$ cat config.mk
export PLATFORM = sky130hd
export DESIGN_NAME = pru_ram
export DESIGN_NICKNAME = d
export VERILOG_FILES = /design/src/pru_ram.sv
export SDC_FILE = /design/constraint.sdc
export NUM_CORES = 1
export LEC_CHECK = 0
export ABC_AREA = 1
export BUFFER_PORTS_ARGS = -buffer_cell sky130_fd_sc_hd__buf_2
export CAP_MARGIN = 40
export CORE_MARGIN = 2
export CORE_UTILIZATION = 35
export CTS_BUF_LIST = sky130_fd_sc_hd__clkbuf_8
export CTS_CLUSTER_DIAMETER = 200
export DETAILED_ROUTE_END_ITERATION = 8
export GPL_ROUTABILITY_DRIVEN = 1
export PLACE_DENSITY = 0.53
export SYNTH_ARGS = -nofsm -noshare
export SYNTH_HDL_FRONTEND = slang
export SYNTH_SLANG_ARGS = --single-unit
$ cat constraint.sdc
create_clock -name clock -period 2.6 [get_ports clock]
set_clock_uncertainty 0.1 [all_clocks]
set_input_delay 0 -clock clock [delete_from_list [all_inputs] [get_ports clock]]
set_output_delay 0 -clock clock [all_outputs]
set_load 0.02 [all_outputs]
$ cat src/pru_ram.sv
`timescale 1ns / 1ps
// ----------------------------------------------------------------------------
// pru_ram
// Generic single-write, single-read synchronous RAM with registered read.
// ----------------------------------------------------------------------------
module pru_ram #(
   parameter int  WIDTH  = 8,
   parameter int  DEPTH  = 16,
   localparam int ADDR_W = (DEPTH > 1) ? $clog2(DEPTH) : 1
) (
   input  logic              clock,
   input  logic              wr_en,
   input  logic [ADDR_W-1:0] wr_addr,
   input  logic [WIDTH-1:0]  wr_data,
   input  logic              rd_en,
   input  logic [ADDR_W-1:0] rd_addr,
   output logic [WIDTH-1:0]  rd_data
);

   logic [WIDTH-1:0] mem_ff [DEPTH];
   logic [WIDTH-1:0] rd_data_ff;

   always_ff @(posedge clock) begin
      if (wr_en) begin
         mem_ff[wr_addr] <= wr_data;
      end
      if (rd_en) begin
         rd_data_ff <= mem_ff[rd_addr];
      end
   end

   assign rd_data = rd_data_ff;

endmodule

* Word-level counts from Yosys, hierarchy flattened *
Memory sizes are Yosys's and may differ from the RTL's. A register that Yosys moved wholly into a read port is not among the register bits.
Index checks and enable logic that the tools add are counted.

storage, ports and cells
  memories = 1
  memory bits (writable) = 128
  bits in registers = 0
  output and inout bits = 8
  bits of input ports = 19

operators by class
  multiplexer cells = 2

memory list
  name    depth  bits a word  read ports  clocked after memory_dff  write ports  line  source
  mem_ff  16     8            1           1                         1            20    logic [WIDTH-1:0] mem_ff [DEPTH];

operators by type and width
  operator          number
  1-bit 2-to-1 mux  2

* Logic depth before layout (Yosys ltp) *
  word-level depth = 2
  gate-level depth with buffers = 8

* Least setup slack after synthesis *
No wires, ideal clock.

  path type = input-to-reg
  start point = input wr_addr[2]
  end point = memory mem_ff[10][0], enable pin
  slack = 1.549 ns
  stages on the path = 2
  setup time = 0.370 ns
  data arrival time = 0.581 ns
  buffers on the path = 0
  cells stage by stage = nand3b_1 > nor2_1

RTL lines
  element             line  source
  start: declaration  13    input logic [ADDR_W-1:0] wr_addr,
  end: declaration    20

Straight into the memory's write port.

==> reports/qor.txt <==
status = completed
CP required = 2.71 ns
non-filler instance count after layout = 823
sequential-to-total area share from yosys stat = 0.698
xor-xnor portion of the synthesized cell area = 0
RSZ-0062 raised after global routing = false
Hold Path Sink = rd_data[5]
Slew HR = 0.408
fin crit share = 0.582
vias per cell = 4.53
worst vdd ir = 287 µV
leakage power = 2.80 nW
number of port buffers = 26
Post CTS Setup Buffer Count = 0
Nets = 609
io pins = 27
sequential share of power = 0.559
CTS clk-pin slew, worst paths = 0.08 ns
GPL Wtd Cong = 0.795
floorplan row count = 47
Final Power = 4.44 mW
Routed WL per cell = 16.3 µm
Max clock buf depth = 2
CTS root buf = clkbuf_8
multiplexer area fraction after synthesis = 0
most common library cells after synthesis = 173 x nand2_1, 136 x edfxtp_1, 100 x inv_1, 97 x nand3_1, 17 x nor2_1
Worst EP arrival = 1.62 ns
initial core utilization = 0.355
vias = 3725
die area = 17800 µm²
drt pass-1 iters = 4
placed cell area = 6150 µm²
critical path class = in -> reg
r2r setup slk = 1.29 ns
Synth Net Count = 570
peak fanout along the critical path = 33
hpwl dp = 8340 µm
Post-Syn Area per Cell = 10.6 µm²
H-tree levels = 4
Post-synth EDFFs = 136
reg2reg end = rd_data[4]
Synth-to-Final Area Change = 13.4%
layout cells sized above 1 = 0.106
area share of fa/ha/maj cells after synthesis = 0
placed cells = 780
post-placement setup slack = 0.621 ns
Post-Syn Area = 5850 µm²
fin crit period = 1.51 ns
CTS Buf Count = 17
most common cell in the netlist = nand2_1
#FFs+latches synth = 136
Hold Crit Depth = 4
Synth Flop Type = edfxtp_1
Clock power frac = 0.370
gr ovfl total = 0
fmax = 660 MHz
pwr dens = 669 nW/µm²
DRT Wirelength = 13500 µm
Global Route Usage Sum = 0.157
Worst Hold Launch = rd_addr[2]
CTS tree = done
worst r2r path cells = 6
n_diodes = 0
Synth Instances = 551
Design Area, Final = 6630 µm²
combinational fraction of design power = 0.071
Finish-stage setup viols = 0
area leader, netlist = edfxtp_1
main area contributors after synthesis = edfxtp_1 70%, nand2_1 11%, nand3_1 8.3%, inv_1 6.4%, buf_6 1.2%
area fraction in compound gates after synthesis = 0
initial antenna violation count = 0
startpoint types = input pin
Sw Ratio = 0.236
Final Hold Viols = 0
largest family of logic cells by synthesized area = simple AND/OR/NAND/NOR gates
Syn. warnings = 0
vias in the first global route = 3517
Final ANT Viol Nets = 0
share of the synthesized area in the top cell type = 0.698
fin util = 0.403
maxcap violations = 0
footprint of the multi-input gates = 1210 µm²
setup TNS = 0 ns
simple-gate share of the synthesized area = 0.208
fillers = 1634
largest net degree at the start of global routing = 65
Die W = 133 µm
Final WS setup = 1.09 ns
Setup crit end kind = flip-flop
latest clock arrival within the worst-skew pair = 0.45 ns
synth unique cells = 11
worst reg2reg path startpoint = mem_ff[7][4]
first-pass GRT wire length = 20300 µm
DIE HEIGHT = 133 µm
async set-reset flop share out of synthesis = 0
internal power = 3.39 mW
DR iter-0 viols = 383
CTS sink cnt = 136
Hold WC Path Type = in -> reg
register area = 4080 µm²
final slew viol count = 0
core region area = 16500 µm²
NetSw = 1.05 mW
DRC = 0
worst-margin pin slew = 0.884 ns
Min Hold Slack = 0.0469 ns
## worst max-delay path by stage
stage,slack (ns),to,start,cells past startpoint
floorplan,1.55,mem_ff[10][0],wr_addr[2],2
global placement,0.64,rd_data[4],rd_addr[1],6
detailed placement,0.62,rd_data[4],rd_addr[1],6
CTS,1.09,rd_data[4],rd_addr[1],6
global route,1.0,rd_data[4],rd_addr[1],6
finish,1.09,rd_data[4],rd_addr[1],6
## final cells by class
cell class,count,area share
clock buffers,17,0.0353
clock inverters,15,0.0206
inverters,102,0.0578
multi-input cells,289,0.183
flip-flops and latches,136,0.616
well taps,220,0.0415
repair buffers,44,0.0457
## state kept, by name (all words and copies together), names as in the netlist
name	cells
mem_ff	128
rd_data	8
## cells by family after synthesis
kind of cell / Yosys count
AND/OR/NAND/NOR: 289
flip-flops: 136
buffers and inverters: 126
## cells in the final DEF, fill, tap and decap left out
cell type / netlist / layout
buf_12: 0 / 1
buf_2: 13 / 26
buf_4: 4 / 7
bufinv_16: 0 / 2
clkbuf_8: 0 / 17
clkinv_1: 0 / 4
clkinv_2: 0 / 4
clkinv_4: 0 / 3
clkinvlp_4: 0 / 2
dlygate4sd3_1: 0 / 10
edfxtp_1: 136 / 136
inv_1: 100 / 100
inv_2: 2 / 2
nand2_1: 173 / 173
nand3_1: 97 / 97
nand3b_1: 2 / 2
nor2_1: 17 / 17
## layer usage
layer | vias to the layer above | wire length (µm) | global-route usage
met2 | 88 | 6530 | 0.251
met5 | - | 0 | 0
met1 | 1767 | 5960 | 0.206
met4 | 0 | 199 | 0.0567
met3 | 14 | 772 | 0.0411
li1 | 1856 | - | -
## power groups by stage
| stage | Sequential (mW) | Combinational [mW] | Clock, mW |
|---|---|---|---|
| after floorplan | 2.54 | 0.173 | 0 |
| after global placement | 2.53 | 0.301 | 0 |
| after detailed placement | 2.53 | 0.304 | 0 |
| after CTS | 2.48 | 0.317 | 1.67 |
| after global routing | 2.48 | 0.348 | 1.77 |
| final | 2.48 | 0.313 | 1.64 |
## worst max-delay path, cell delays in order
cell and delay [ns]:
buf_2 0.53, inv_2 0.46, nand3_1 0.20, nand3_1 0.14
nand3_1 0.18, nand2_1 0.07
## what timing repair did
action,CTS,global route
resized for setup,0,0
setup endpoints to repair,0,0
hold buffers,10,0
endpoints found under the hold margin,144,0
Power figures use the tool's default switching activity.
