### src/pru_pkg.sv
`timescale 1ns / 1ps
// ----------------------------------------------------------------------------
// pru_pkg
// Shared types and constants for the PNG row unfilter (8-bit RGB) core.
// ----------------------------------------------------------------------------
package pru_pkg;

   localparam int MAX_WIDTH_DEFAULT = 4096;
   localparam int BPP_DEFAULT       = 3;

   // Rows per image saturate here; row counter and height register follow it
   localparam int HEIGHT_LIMIT = 4096;
   localparam int ROW_W        = $clog2(HEIGHT_LIMIT);
   localparam int HEIGHT_W     = $clog2(HEIGHT_LIMIT + 1);

   localparam int REG_W       = 13;
   localparam int CSR_INDEX_W = 4;

   localparam int RSP_FIFO_DEPTH = 4;
   localparam int RSP_PTR_W      = $clog2(RSP_FIFO_DEPTH);
   localparam int RSP_COUNT_W    = $clog2(RSP_FIFO_DEPTH + 1);

   typedef enum logic [CSR_INDEX_W-1:0] {
      CSR_IMAGE_WIDTH  = 0,
      CSR_IMAGE_HEIGHT = 1
   } csr_index_type;

   typedef enum logic [2:0] {
      FILTER_NONE    = 3'd0,
      FILTER_SUB     = 3'd1,
      FILTER_UP      = 3'd2,
      FILTER_AVERAGE = 3'd3,
      FILTER_PAETH   = 3'd4
   } filter_type;

   localparam logic [7:0] FILTER_CODE_MAX = 8'd4;

   // One accepted request on its way to the predict stage
   typedef struct packed {
      logic       valid;
      logic       data;       // colour byte; clear means filter byte
      logic       bad;        // filter byte out of range
      logic       first_row;
      logic       last;
      filter_type filter;
      logic [7:0] raw;
   } pru_issue_type;

   typedef struct packed {
      logic [7:0] pixel_value;
      logic       end_of_image;
      logic       bad_filter;
   } pru_result_type;

endpackage

### src/pru_rsp_fifo.sv
`timescale 1ns / 1ps
// ----------------------------------------------------------------------------
// pru_rsp_fifo
// Small response queue that decouples the predict stage from rsp_stall.
// ----------------------------------------------------------------------------
module pru_rsp_fifo import pru_pkg::*; (
   input  logic                   clock,
   input  logic                   reset,
   input  logic                   push,
   input  pru_result_type         push_data,
   input  logic                   pop,
   output pru_result_type         head,
   output logic [RSP_COUNT_W-1:0] fill
);

   pru_result_type         entry_ff [RSP_FIFO_DEPTH];
   logic [RSP_PTR_W-1:0]   wr_ptr_ff, wr_ptr_in;
   logic [RSP_PTR_W-1:0]   rd_ptr_ff, rd_ptr_in;
   logic [RSP_COUNT_W-1:0] fill_ff, fill_in;

   always_comb begin
      wr_ptr_in = wr_ptr_ff;
      rd_ptr_in = rd_ptr_ff;
      fill_in   = fill_ff;
      if (push) begin
         wr_ptr_in = (wr_ptr_ff == RSP_PTR_W'(RSP_FIFO_DEPTH - 1)) ? '0 :
                     wr_ptr_ff + RSP_PTR_W'(1);
      end
      if (pop) begin
         rd_ptr_in = (rd_ptr_ff == RSP_PTR_W'(RSP_FIFO_DEPTH - 1)) ? '0 :
                     rd_ptr_ff + RSP_PTR_W'(1);
      end
      if (push && !pop) begin
         fill_in = fill_ff + RSP_COUNT_W'(1);
      end else if (pop && !push) begin
         fill_in = fill_ff - RSP_COUNT_W'(1);
      end
   end

   always_ff @(posedge clock) begin
      if (reset) begin
         wr_ptr_ff <= '0;
         rd_ptr_ff <= '0;
         fill_ff   <= '0;
      end else begin
         wr_ptr_ff <= wr_ptr_in;
         rd_ptr_ff <= rd_ptr_in;
         fill_ff   <= fill_in;
      end
      if (push) begin
         entry_ff[wr_ptr_ff] <= push_data;
      end
   end

   assign head = entry_ff[rd_ptr_ff];
   assign fill = fill_ff;

endmodule

### config.mk
export PLATFORM = sky130hd
export DESIGN_NAME = pru_rsp_fifo
export DESIGN_NICKNAME = d
export VERILOG_FILES = /design/src/pru_pkg.sv /design/src/pru_rsp_fifo.sv
export SDC_FILE = /design/constraint.sdc
export NUM_CORES = 1
export LEC_CHECK = 0
export ABC_AREA = 1
export BUFFER_PORTS_ARGS = -buffer_cell sky130_fd_sc_hd__buf_2
export CAP_MARGIN = 20
export CORE_MARGIN = 3
export CORE_UTILIZATION = 55
export DETAILED_ROUTE_END_ITERATION = 16
export GPL_TIMING_DRIVEN = 0
export MAX_ROUTING_LAYER = met4
export PLACE_DENSITY = 0.77
export REMOVE_ABC_BUFFERS = 1
export SLEW_MARGIN = 15
export SYNTH_ARGS = -nofsm -noshare
export SYNTH_HDL_FRONTEND = slang
export SYNTH_SLANG_ARGS = --single-unit
export TNS_END_PERCENT = 100
### constraint.sdc
create_clock -name clock -period 1.33 [get_ports clock]
set_input_delay 0.133 -clock clock [delete_from_list [all_inputs] [get_ports clock]]
set_output_delay 0.133 -clock clock [all_outputs]
set_load 0.05 [all_outputs]
* Yosys cells after proc, flatten, opt, wreduce, memory -nomap -nowiden *
Memories as Yosys holds them, arrays and structs flattened. A register that Yosys moved wholly into a read port is not among the register bits.
Cells that the tools add are included.
W data, S select, Z words.

word-level totals
  memories kept = 1
  bits of input ports = 14
  word-level logic and storage cells = 23
  bits in latches = 0
  bits in read-only memories = 0
  register bits after elaboration = 7
  output and inout port bits = 13
  memory bits (writable) = 40

cells by class
  mux-type cells = 8
  divide/modulo/power cells = 0
  multiply operators = 0
  add/subtract/negate cells = 4
  shift-type cells = 0
  $lt $le $gt $ge = 0
  eq/ne operators = 2
  bitwise logic cells = 0
  reduce and logical (&&, ||, !) cells = 5

memories
  name      depth  width  rd ports  clocked after memory_dff  wr ports  RTL line            text
  entry_ff  4      10     1         1                         1         pru_rsp_fifo.sv:16  pru_result_type entry_ff [RSP_FIFO_DEPTH];

operator list
  cell                   count
  $mux W2                4
  $mux W3                2
  $add A2 B1 Y2 const B  2
  $eq A2 B2 Y1 const B   2
  $add A3 B1 Y3 const B  1
  $sub A3 B1 Y3 const B  1
  $logic_and A1 B1 Y1    2
  $logic_not A1 Y1       2
  $mux W1                2
  $reduce_bool A2 Y1     1

* Depth between registers and ports, before layout *
  depth in word-level cells = 4
  mapped depth = 10
  mapped depth without buffers = 10

* Worst setup path after synthesis *
OpenSTA, ideal clock, no wires.

  path type = reg-to-output
  start point = register with a tool-made name
  end point = output head[0] (netlist bit)
  slack = -148 ps
  stages on the path, launching flop included = 4
  buffers on the path = 1
  arrival time = 1345 ps
  required time = 1197 ps
  cells stage by stage = dfxtp_1 > buf_4 > nor2_1 > o22ai_1

RTL lines
  item              RTL line            text
  end: declaration  pru_rsp_fifo.sv:12  output pru_result_type head,

==> results_dict.tcl <==
set metrics [dict create \
    fin_tns_setup_ns -1.80 \
    critPathLaunchType "flop" \
    finClkSkew_ns 0.00582 \
    synth_cell_types 20 \
    clk_path_buf_depth 2 \
    net-switching-power_mw 0.935 \
    vdd_ir_drop_max_mv 0.976 \
    cts_tree "yes" \
    cts.sinks 49 \
    cts_buffers 5 \
    antenna_found_initial 0 \
    area_growth_pct 27.9 \
    fp-row-count 20 \
    worstPathRequired_ns 1.20 \
    synth_cells 154 \
    maxCapViolations 0 \
    first_pass_iters 4 \
    drv_slew 0 \
    cts_root_buf "clkbuf_4" \
    core_area_um2 3200 \
    power_per_cell_area_nw_per_um2 1320 \
    netSwitchingFraction_pct 28.4 \
    synth.avg_cell_area_um2 12.7 \
    p_int_mw 2.35 \
    fmax_mhz 647 \
    grt_pass1_wl_mm 6.51 \
    clk_pin_slew_ns 0.12 \
    hold_viol 0 \
    power.clock.fraction_pct 24.7 \
    gp_congestion 0.737 \
    ys_ff_latch 49 \
    cts.htree.levels 2 \
    dp_hpwl_mm 2.20 \
    antenna_left 0 \
    drt-initial-drc-count 74 \
    post-route-period-util_pct 116 \
    violations "negative setup slack" \
    crit_fanout 6 \
    vias_per_cell 5.37 \
    path_class "reg2out" \
    diodes 0 \
    die_y_um 65.5 \
    wl_mm 4.01 \
    pwr-share-comb_pct 20.8 \
    layout_setup_ws_ns -0.217 \
    tightest_slew_ns 0.249 \
    final.min_clock_period_ns 1.55 \
    synth-seq-area-share_pct 70.9 \
    start_util_pct 60.8 \
    grt_max_degree 21 \
    wl_per_cell_um 16.0 \
    slew_headroom_pct 83.5 \
    die-area_um2 4290 \
    pre_cts_ws_ns -0.482 \
    cp-end-kind "output pin" \
    gr-usage-all-layers_pct 21.8 \
    drive_above_1_share_pct 33.5 \
    pin_count 27 \
    seqPwrFrac_pct 54.5 \
    nets 227 \
    syn_area_um2 1950 \
    whs_ns 0.0759 \
    numPortBuffers 26 \
    leakagePower_nw 0.941 \
    gr-total-overflow 0 \
    rsz0062_at_grt "yes" \
    cp_data_arrival_time_ns 1.41 \
    via_count 1342 \
    yosys_warnings 0 \
    clk_latency_ns 0.36 \
    fill_cells 215 \
    first_global_vias 1409 \
    die_w_um 65.5 \
    drc 0 \
    setup_viol 10 \
    hp-class "in2reg" \
    status "finished, violations left" \
]
## routing by layer
layer | share of wire, % | vias to the layer above | global-route usage [%]
met1 | 38 | 640 | 23.4
met5 | 0 | - | -
met2 | 52 | 47 | 38.1
met4 | 2.1 | 0 | 9.59
met3 | 7.3 | 10 | 5.64
li1 | - | 645 | -
## power groups by stage
stage	sequential [mW]	combinational, mW	clock (mW)
2_1_floorplan	1.87	0.343	0
3_5_place_dp	1.83	0.532	0
3_3_place_gp	1.83	0.512	0
6_report	1.79	0.682	0.813
4_1_cts	1.79	0.659	0.825
5_1_grt	1.80	0.735	0.889
## state kept, by name (all words and copies together) (netlist names), named ones only
signal     count
wr_ptr_ff      2
fill           3
entry_ff      40
rd_ptr_ff      2
## through the flow
step,power (mW),util [%],cell area (µm²),instances
floorplan,2.21,-,1900,149
global placement,2.34,65.1,2080,219
detailed placement,2.37,65.1,2080,219
CTS,3.28,75.9,2430,246
global route,3.43,77.8,2490,250
finish,3.29,77.8,2490,250
## cell usage in the layout, fill, tap and decap left out, types with 3 or more instances in the layout
| cell type | instances |
|---|---|
| buf_6 | 4 |
| dfxtp_1 | 6 |
| clkbuf_4 | 5 |
| o21ai_2 | 7 |
| o21ai_0 | 3 |
| edfxtp_1 | 40 |
| nand2_1 | 5 |
| buf_2 | 16 |
| a21oi_1 | 3 |
| nand2_2 | 3 |
| clkinvlp_4 | 9 |
| ha_1 | 6 |
| inv_1 | 9 |
| buf_4 | 14 |
| dlygate4sd3_1 | 11 |
| o21ai_1 | 13 |
| nor2_1 | 27 |
| dfxtp_4 | 3 |
| o22ai_1 | 9 |
## layout make-up
cell class	count	area [µm²]	share of cell area, %
inverter	16	86.3	3.46
sequential	49	1390	55.9
timing repair buffer	46	355	14.3
clock inverter	2	35.0	1.41
timing repair inverter	4	30.0	1.20
clock buffer	5	37.5	1.51
multi-input combinational	84	500	20.1
tap	44	55.1	2.21
## Yosys cell counts, drive strengths merged
cell type | n | area, µm²
clkbuf | 1 | 7.51
xor2 | 1 | 8.76
edfxtp | 40 | 1200
nand4 | 1 | 6.26
ha | 6 | 75.1
o21ai | 23 | 115
nand3 | 1 | 5.00
nor3 | 2 | 15.0
nand2 | 8 | 30.0
fa | 1 | 20.0
a21oi | 3 | 15.0
o22ai | 10 | 62.6
dfxtp | 9 | 180
buf | 4 | 41.3
inv | 16 | 60.1
nor2 | 28 | 105
## cells by family after synthesis
group	synth area share, %
and+or+nand+nor	8.28
adders and majority gates	4.88
AOI/OAI and AO/OA	9.89
buffers and inverters	5.59
xor gates and xnor gates	0.450
DFF	70.9
## critical path, cell delays in order (launching register included)
cell	delay, ns
dfxtp_4	0.43
buf_6	0.16
o21ai_2	0.06
o22ai_1	0.18
buf_4	0.23
## worst paths after layout
check,cells after the start,from,endpoint,slack (ns)
setup / recovery,4,flop,head[8],-0.22
hold reg to reg,2,wr_ptr_ff[1],wr_ptr_ff[1],0.54
hold / removal,3,pop,rd_ptr_ff[1],0.08
setup reg to reg,4,wr_ptr_ff[0],entry_ff[2][7],0.06
## timing repair
| item | CTS | global route |
|---|---|---|
| buffers inserted | 6 | 3 |
| gates cloned | 3 | 1 |
| endpoints found under the hold margin | 44 | 0 |
| endpoints found under the setup margin | 50 | 45 |
| pin swaps | 8 | 9 |
| hold buffers | 11 | 0 |
| resized for setup | 37 | 10 |
(Power assumes the default switching activity.)
