<file path="config.mk">
export PLATFORM = sky130hd
export DESIGN_NAME = pru_predict
export DESIGN_NICKNAME = d
export VERILOG_FILES = /design/src/pru_pkg.sv /design/src/pru_predict.sv
export SDC_FILE = /design/constraint.sdc
export NUM_CORES = 1
export LEC_CHECK = 0
export ABC_AREA = 0
export ABC_CLOCK_PERIOD_IN_PS = 26800
export BUFFER_PORTS_ARGS = -buffer_cell sky130_fd_sc_hd__buf_2
export CAP_MARGIN = 0
export CORE_ASPECT_RATIO = 1.2
export CORE_MARGIN = 2
export CORE_UTILIZATION = 65
export CTS_CLUSTER_SIZE = 24
export DETAILED_ROUTE_END_ITERATION = 10
export GPL_TIMING_DRIVEN = 0
export PLACE_DENSITY = 0.91
export SLEW_MARGIN = 20
export SYNTH_ARGS = -nofsm -noshare
export SYNTH_HDL_FRONTEND = slang
export SYNTH_SLANG_ARGS = --single-unit
</file>
<file path="constraint.sdc">
create_clock -name clock -period 26.8 [get_ports clock]
set_input_delay 5.36 -clock clock [delete_from_list [all_inputs] [get_ports clock]]
set_output_delay 5.36 -clock clock [all_outputs]
set_load 0.1 [all_outputs]
</file>
<file path="src/pru_pkg.sv">
`timescale 1ns / 1ps
// ----------------------------------------------------------------------------
// pru_pkg
// Shared types and constants for the PNG row unfilter (8-bit RGB) core.
// ----------------------------------------------------------------------------
package pru_pkg;

   localparam int MAX_WIDTH_DEFAULT = 4096;
   localparam int BPP_DEFAULT       = 3;

   // Rows per image saturate here; row counter and height register follow it
   localparam int HEIGHT_LIMIT = 4096;
   localparam int ROW_W        = $clog2(HEIGHT_LIMIT);
   localparam int HEIGHT_W     = $clog2(HEIGHT_LIMIT + 1);

   localparam int REG_W       = 13;
   localparam int CSR_INDEX_W = 4;

   localparam int RSP_FIFO_DEPTH = 4;
   localparam int RSP_PTR_W      = $clog2(RSP_FIFO_DEPTH);
   localparam int RSP_COUNT_W    = $clog2(RSP_FIFO_DEPTH + 1);

   typedef enum logic [CSR_INDEX_W-1:0] {
      CSR_IMAGE_WIDTH  = 0,
      CSR_IMAGE_HEIGHT = 1
   } csr_index_type;

   typedef enum logic [2:0] {
      FILTER_NONE    = 3'd0,
      FILTER_SUB     = 3'd1,
      FILTER_UP      = 3'd2,
      FILTER_AVERAGE = 3'd3,
      FILTER_PAETH   = 3'd4
   } filter_type;

   localparam logic [7:0] FILTER_CODE_MAX = 8'd4;

   // One accepted request on its way to the predict stage
   typedef struct packed {
      logic       valid;
      logic       data;       // colour byte; clear means filter byte
      logic       bad;        // filter byte out of range
      logic       first_row;
      logic       last;
      filter_type filter;
      logic [7:0] raw;
   } pru_issue_type;

   typedef struct packed {
      logic [7:0] pixel_value;
      logic       end_of_image;
      logic       bad_filter;
   } pru_result_type;

endpackage

</file>
<file path="src/pru_predict.sv">
`timescale 1ns / 1ps
// ----------------------------------------------------------------------------
// pru_predict
// Predict stage: takes the up byte from the row memory, applies the row
// filter, writes the reconstructed byte back and keeps the per-lane history.
// ----------------------------------------------------------------------------
module pru_predict import pru_pkg::*; #(
   parameter int  MAX_WIDTH       = MAX_WIDTH_DEFAULT,
   parameter int  BYTES_PER_PIXEL = BPP_DEFAULT,
   localparam int ROW_BYTES       = MAX_WIDTH * BYTES_PER_PIXEL,
   localparam int ADDR_W          = (ROW_BYTES > 1) ? $clog2(ROW_BYTES) : 1,
   localparam int LANE_W          = (BYTES_PER_PIXEL > 1) ? $clog2(BYTES_PER_PIXEL) : 1
) (
   input  logic              clock,
   input  logic              reset,
   input  logic              restart,
   input  pru_issue_type     issue,
   input  logic [ADDR_W-1:0] issue_addr,
   input  logic [LANE_W-1:0] issue_lane,
   input  logic [7:0]        ram_rd_data,
   output logic              ram_wr_en,
   output logic [ADDR_W-1:0] ram_wr_addr,
   output logic [7:0]        ram_wr_data,
   output logic              result_push,
   output pru_result_type    result
);

   logic [7:0] left_ff   [BYTES_PER_PIXEL];
   logic [7:0] corner_ff [BYTES_PER_PIXEL];

   logic [7:0]        left_byte;
   logic [7:0]        up_byte;
   logic [7:0]        corner_byte;
   logic [8:0]        pair_sum;
   logic signed [9:0] s_left, s_up, s_corner;
   logic signed [9:0] dist_a_raw, dist_b_raw, dist_c_raw;
   logic signed [9:0] dist_a, dist_b, dist_c;
   logic [7:0]        paeth_byte;
   logic [7:0]        pred;
   logic [7:0]        value;

   assign left_byte   = left_ff[issue_lane];
   assign corner_byte = corner_ff[issue_lane];
   assign up_byte     = issue.first_row ? 8'd0 : ram_rd_data;

   assign pair_sum = {1'b0, left_byte} + {1'b0, up_byte};

   // Paeth distances from p = a + b - c, reduced to differences of inputs
   assign s_left     = signed'({2'b00, left_byte});
   assign s_up       = signed'({2'b00, up_byte});
   assign s_corner   = signed'({2'b00, corner_byte});
   assign dist_a_raw = s_up - s_corner;
   assign dist_b_raw = s_left - s_corner;
   assign dist_c_raw = s_left + s_up - s_corner - s_corner;
   assign dist_a     = (dist_a_raw < 0) ? -dist_a_raw : dist_a_raw;
   assign dist_b     = (dist_b_raw < 0) ? -dist_b_raw : dist_b_raw;
   assign dist_c     = (dist_c_raw < 0) ? -dist_c_raw : dist_c_raw;

   always_comb begin
      if (dist_a <= dist_b && dist_a <= dist_c) begin
         paeth_byte = left_byte;
      end else if (dist_b <= dist_c) begin
         paeth_byte = up_byte;
      end else begin
         paeth_byte = corner_byte;
      end
   end

   always_comb begin
      case (issue.filter)
         FILTER_SUB:     pred = left_byte;
         FILTER_UP:      pred = up_byte;
         FILTER_AVERAGE: pred = pair_sum[8:1];
         FILTER_PAETH:   pred = paeth_byte;
         default:        pred = 8'd0;
      endcase
   end

   assign value = issue.raw + pred;

   always_ff @(posedge clock) begin
      if (reset || restart) begin
         for (int i = 0; i < BYTES_PER_PIXEL; i++) begin
            left_ff[i]   <= 8'd0;
            corner_ff[i] <= 8'd0;
         end
      end else if (issue.valid) begin
         if (issue.data) begin
            left_ff[issue_lane]   <= value;
            corner_ff[issue_lane] <= up_byte;
         end else if (!issue.bad) begin
            // good filter byte: a fresh row starts with empty history
            for (int i = 0; i < BYTES_PER_PIXEL; i++) begin
               left_ff[i]   <= 8'd0;
               corner_ff[i] <= 8'd0;
            end
         end
      end
   end

   assign ram_wr_en   = issue.valid && issue.data;
   assign ram_wr_addr = issue_addr;
   assign ram_wr_data = value;

   assign result_push         = issue.valid && (issue.data || issue.bad);
   assign result.pixel_value  = issue.bad ? 8'd0 : value;
   assign result.end_of_image = issue.last;
   assign result.bad_filter   = issue.bad;

endmodule

</file>
Word-level counts from Yosys, hierarchy flattened
Memory sizes are Yosys's and may differ from the RTL's.
Index checks and enable logic that the tools add are counted.
W data, S select, Z words.
- flip-flop bits (word level): 0
- RAM bits: 48
- bits of input ports: 43
- logic and storage cells: 66
- memories: 2
- memory list (memory ; words ; width ; read ports ; clocked after memory_dff ; wr ports ; RTL line ; source):
    corner_ff ; 3 ; 8 ; 1 ; 0 ; 3 ; pru_predict.sv:29 ; logic [7:0] corner_ff [BYTES_PER_PIXEL];
    left_ff ; 3 ; 8 ; 1 ; 0 ; 3 ; pru_predict.sv:28 ; logic [7:0] left_ff [BYTES_PER_PIXEL];
- $add $sub $neg: 10
- $lt $le $gt $ge: 6
- eq/ne operators: 4
- mux-type cells: 31
- bitwise logic cells: 6
- reductions and logical operators: 7
- operator list (operator ; number):
    $mux W8 ; 12
    $pmux W8 S4 ; 1
    $le A10 B10 Y1 ; 3
    $mux W10 ; 3
    $neg A9 Y10 ; 2
    $add A8 B8 Y9 ; 2
    $lt A9 B1 Y1 const B ; 2
    $sub A8 B8 Y9 ; 2
    $reduce_or A8 Y1 ; 2
    $mux W1 ; 13
    $lt A10 B1 Y1 const B ; 1
    $neg A10 Y10 ; 1
    $sub A10 B9 Y10 ; 1
    $sub A9 B8 Y10 ; 1
    $add A8 B8 Y8 ; 1
    $eq A3 B2 Y1 const B ; 2
    $or A1 B1 Y1 ; 6
    $mux W2 ; 2
    $eq A3 B1 Y1 const B ; 1
    $eq A3 B3 Y1 const B ; 1
    $logic_and A1 B1 Y1 ; 3
    $logic_or A1 B1 Y1 ; 2

Longest topological paths before layout
- depth in word-level cells: 12
- depth in mapped cells: 37
- mapped depth without buffers: 35

Least setup slack after synthesis
No wires, ideal clock.
- path kind: input port to output port
- from: input port issue_lane[0]
- to: output port result[9] in the netlist's numbering
- arrival: 15.083 ns
- data required time: 21.440 ns
- slack: 6.357 ns
- stages on the path: 33
- buffers on the path: 2
- path through: clkbuf_1 clkbuf_1 mux4_2 fa_1 ha_1 inv_1 fa_1 nand2b_1 a211oi_1 o31a_1 nor3_2 or4_1 nor2_1 or4b_2 ha_1 a21boi_0 o22ai_1 a21oi_1 o21ai_1 mux2i_1 nor3_1 a311o_1 ha_1 a21o_1 a21oi_1 o21bai_1 a21oi_1 o21bai_1 a21oi_1 xnor2_1 nand2_1 or3_4 a31oi_1
- RTL lines (element ; RTL line ; source):
    start, declared ; pru_predict.sv:19 ; input logic [LANE_W-1:0] issue_lane,
    end, declared ; pru_predict.sv:25 ; output pru_result_type result

==> results.yml <==
run_status:
  status: "finished clean"
sta:
  fin_setup_tns_ns: 0
  setup_viol: 0
  period_minus_slack_ns: 21.03
  timing_max_transition_violations_final: 0
  max_slew_margin_pct: 39.0
  fmax_ghz: 0.0476
  finalHoldViolations: 0
  worst_pin_slew_ns: 0.915
  rsz0062_at_grt: "false"
  final.period_utilization_pct: 78.5
  finClkSkew_ns: 0.00643
placed_design:
  gp_congestion: 0.942
  io_buffers: 57
  dp_cells: 860
  dp.final_hpwl_microns: 12700
critical_path:
  rrSetupSlack_ns: 17.73
  critPathRequiredTime_ns: 21.44
  cp_max_fo: 10
  rr_worst_depth: 32
  crit_type: "primary input to output pin"
  reg2reg_from: "left_ff[1][1]"
  endpoint_kind: "output pin"
  crit_buf_inv: 5
  critPathMaxStageDelay_ns: 0.77
  cp_slowest_cell: "mux4_2"
  cp-start-kind: "primary input"
  r2r_end: "left_ff[3][7]"
  cp_top_family: "simple AND/OR/NAND/NOR gates"
  worstPathArrival_ns: 15.67
hold_path:
  whs_path_depth: 5
  hp-class: "flop to flop"
  hold_start: "corner_ff[3][0]"
  hold-path-endpoint: "left_ff[3][0]"
logic_synthesis:
  yosysUniqueCellTypes: 60
  synth_top_area_share_pct: 30.2
  ys_seq_area_share_pct: 30.2
  synth-async-reset-ratio_pct: 0
  syn_avg_cell_area_sq_um: 9.37
  synthTopCellsByArea: "edfxtp_1 30%, ha_1 14%, mux4_2 5.7%, nor2_1 4.7%, inv_1 4.3%"
  synthesis.area_sq_um: 6360
  yosysMostFrequentCell: "nor2_1"
  ys_top_cells_by_count: "79 x nor2_1, 73 x inv_1, 71 x ha_1, 64 x edfxtp_1, 45 x nand2_1"
  synthCells: 678
  yosysWarnings: 0
  ys_ff_latch: 64
  synth_top_area_cell: "edfxtp_1"
  synthFlopType: "edfxtp_1"
  synth_edf_count: 64
grt:
  grt_pass1_wl_microns: 26700
  antenna_found_initial: 0
  grt_start_max_net_pins: 17
  grt_overflow: 0
  first_global_vias: 5522
  gr-usage-all-layers_pct: 32.8
pwr:
  p_leak_nw: 3.20
  powerDensity_nw_per_um2: 84.7
  max-vdd-ir-drop_v: 0.0000819
flow_run:
  drv_cap: 0
finish:
  num-nets-final: 874
  num_antenna_cells: 0
  areaGrowthSynthToFinish_pct: 12.1
  drive_gt1_share_pct: 15.9
  final-instance-count-excl-fill: 876
clock_network:
  htreeDepth: 3
  cts_tree: "done"
  numCtsBuffers: 9
  cts_buffer_depth: 2
  postCtsHoldBufs: 0
  post_cts_buffers: 0
  cts.repair.resized: 0
  path_clk_slew_ns: 0.06
  clock-sinks: 64
  insertion_delay_ns: 0.34
  root_buffer: "clkbuf_16"
floorplanning:
  fp.dieArea_sq_um: 10600
  ios: 77
  die_h_microns: 112
  rows: 39
  die_w_microns: 94.3
  core_sq_um: 9520
  start_util_pct: 66.8
routing:
  antenna_left: 0
  remaining_drc_errors: 0
  wire_per_inst_microns: 19.1
  drtPass1Iterations: 6
  viasPerCell: 6.28
  wl_microns: 16800
  num_vias: 5497
  drt_iter0_markers: 378
[worst max path at each step]
| stage | start | endpoint | slack [ns] | depth (start not counted) |
|---|---|---|---|---|
| finish | issue_lane[0] | result[9] | 5.77 | 35 |
| global route | issue_lane[0] | result[9] | 5.17 | 35 |
| CTS | issue_lane[0] | result[9] | 5.82 | 35 |
| detailed placement | issue_lane[0] | result[9] | 5.92 | 35 |
| global placement | issue_lane[0] | result[9] | 6.26 | 35 |
| floorplan | issue_lane[0] | result[9] | 6.36 | 33 |
[tightest hold or removal path, stage by stage, from the launching register on]
cell and delay [ns]:
edfxtp_1 0.31, mux4_2 0.29, mux2i_1 0.09, nand2_1 0.07, o2bb2ai_1 0.16, ha_1 0.23
[registers in the layout, indices dropped and copies added (netlist names)]
register / cells
left_ff: 32
corner_ff: 32
[per-layer routing]
layer	routed length, microns	vias to the layer above	global-route usage, %
li1	-	2535	-
met1	6020	2566	37.5
met2	8600	318	57.8
met3	1320	78	6.31
met4	821	0	16.7
met5	0	-	0
[layout make-up]
class | count | area [sq um]
buffer | 34 | 195
sequential | 64 | 1920
timing repair buffer | 57 | 285
clock inverter | 7 | 96.3
fill | 633 | 2390
clock buffer | 9 | 225
multi-input combinational | 509 | 3970
tap | 123 | 154
inverter | 73 | 274
[stage by stage]
step / hold slack, ns / setup slack [ns] / util, % / area (sq um) / power [W]
after floorplan: 1.10 / 6.36 / - / 6360 / 0.000405
after global placement: 1.23 / 6.26 / 71.5 / 6800 / 0.000460
after detailed placement: 1.26 / 5.92 / 71.5 / 6800 / 0.000472
after CTS: 1.28 / 5.82 / 74.9 / 7120 / 0.000600
after global routing: 1.34 / 5.17 / 74.9 / 7120 / 0.000646
final: 1.29 / 5.77 / 74.9 / 7120 / 0.000604
[kinds of logic after synthesis]
logic type | count (synthesis) | synth area share (%)
muxes | 20 | 6.30
DFF | 64 | 30.2
xor gates and xnor gates | 47 | 6.81
and+or+nand+nor | 208 | 15.8
buffers and inverters | 107 | 7.38
AOI/OAI and AO/OA | 147 | 15.6
adders and majority gates | 83 | 17.8
other | 2 | 0.118
[placed cells by master (no fill, tap or decap), types with 11 or more instances in the layout]
| master | synthesis | routed |
|---|---|---|
| buf_2 | 0 | 57 |
| nor2_1 | 79 | 79 |
| o21ai_0 | 26 | 26 |
| nand2b_1 | 17 | 17 |
| ha_1 | 71 | 71 |
| fa_1 | 12 | 12 |
| buf_4 | 16 | 16 |
| xor2_1 | 16 | 16 |
| inv_1 | 73 | 73 |
| xnor2_1 | 29 | 29 |
| mux4_2 | 16 | 16 |
| clkbuf_1 | 17 | 17 |
| a21oi_1 | 42 | 42 |
| nand2_1 | 45 | 45 |
| a21o_1 | 11 | 11 |
| edfxtp_1 | 64 | 64 |
[power breakdown]
group / total (W) / internal [W] / switching [W]
Clock: 0.000125 / 0.0000812 / 0.0000439
Sequential: 0.000117 / 0.000116 / 0.00000134
Combinational: 0.000361 / 0.000125 / 0.000236
Total: 0.000604 / 0.000322 / 0.000282
(Power assumes the default switching activity.)
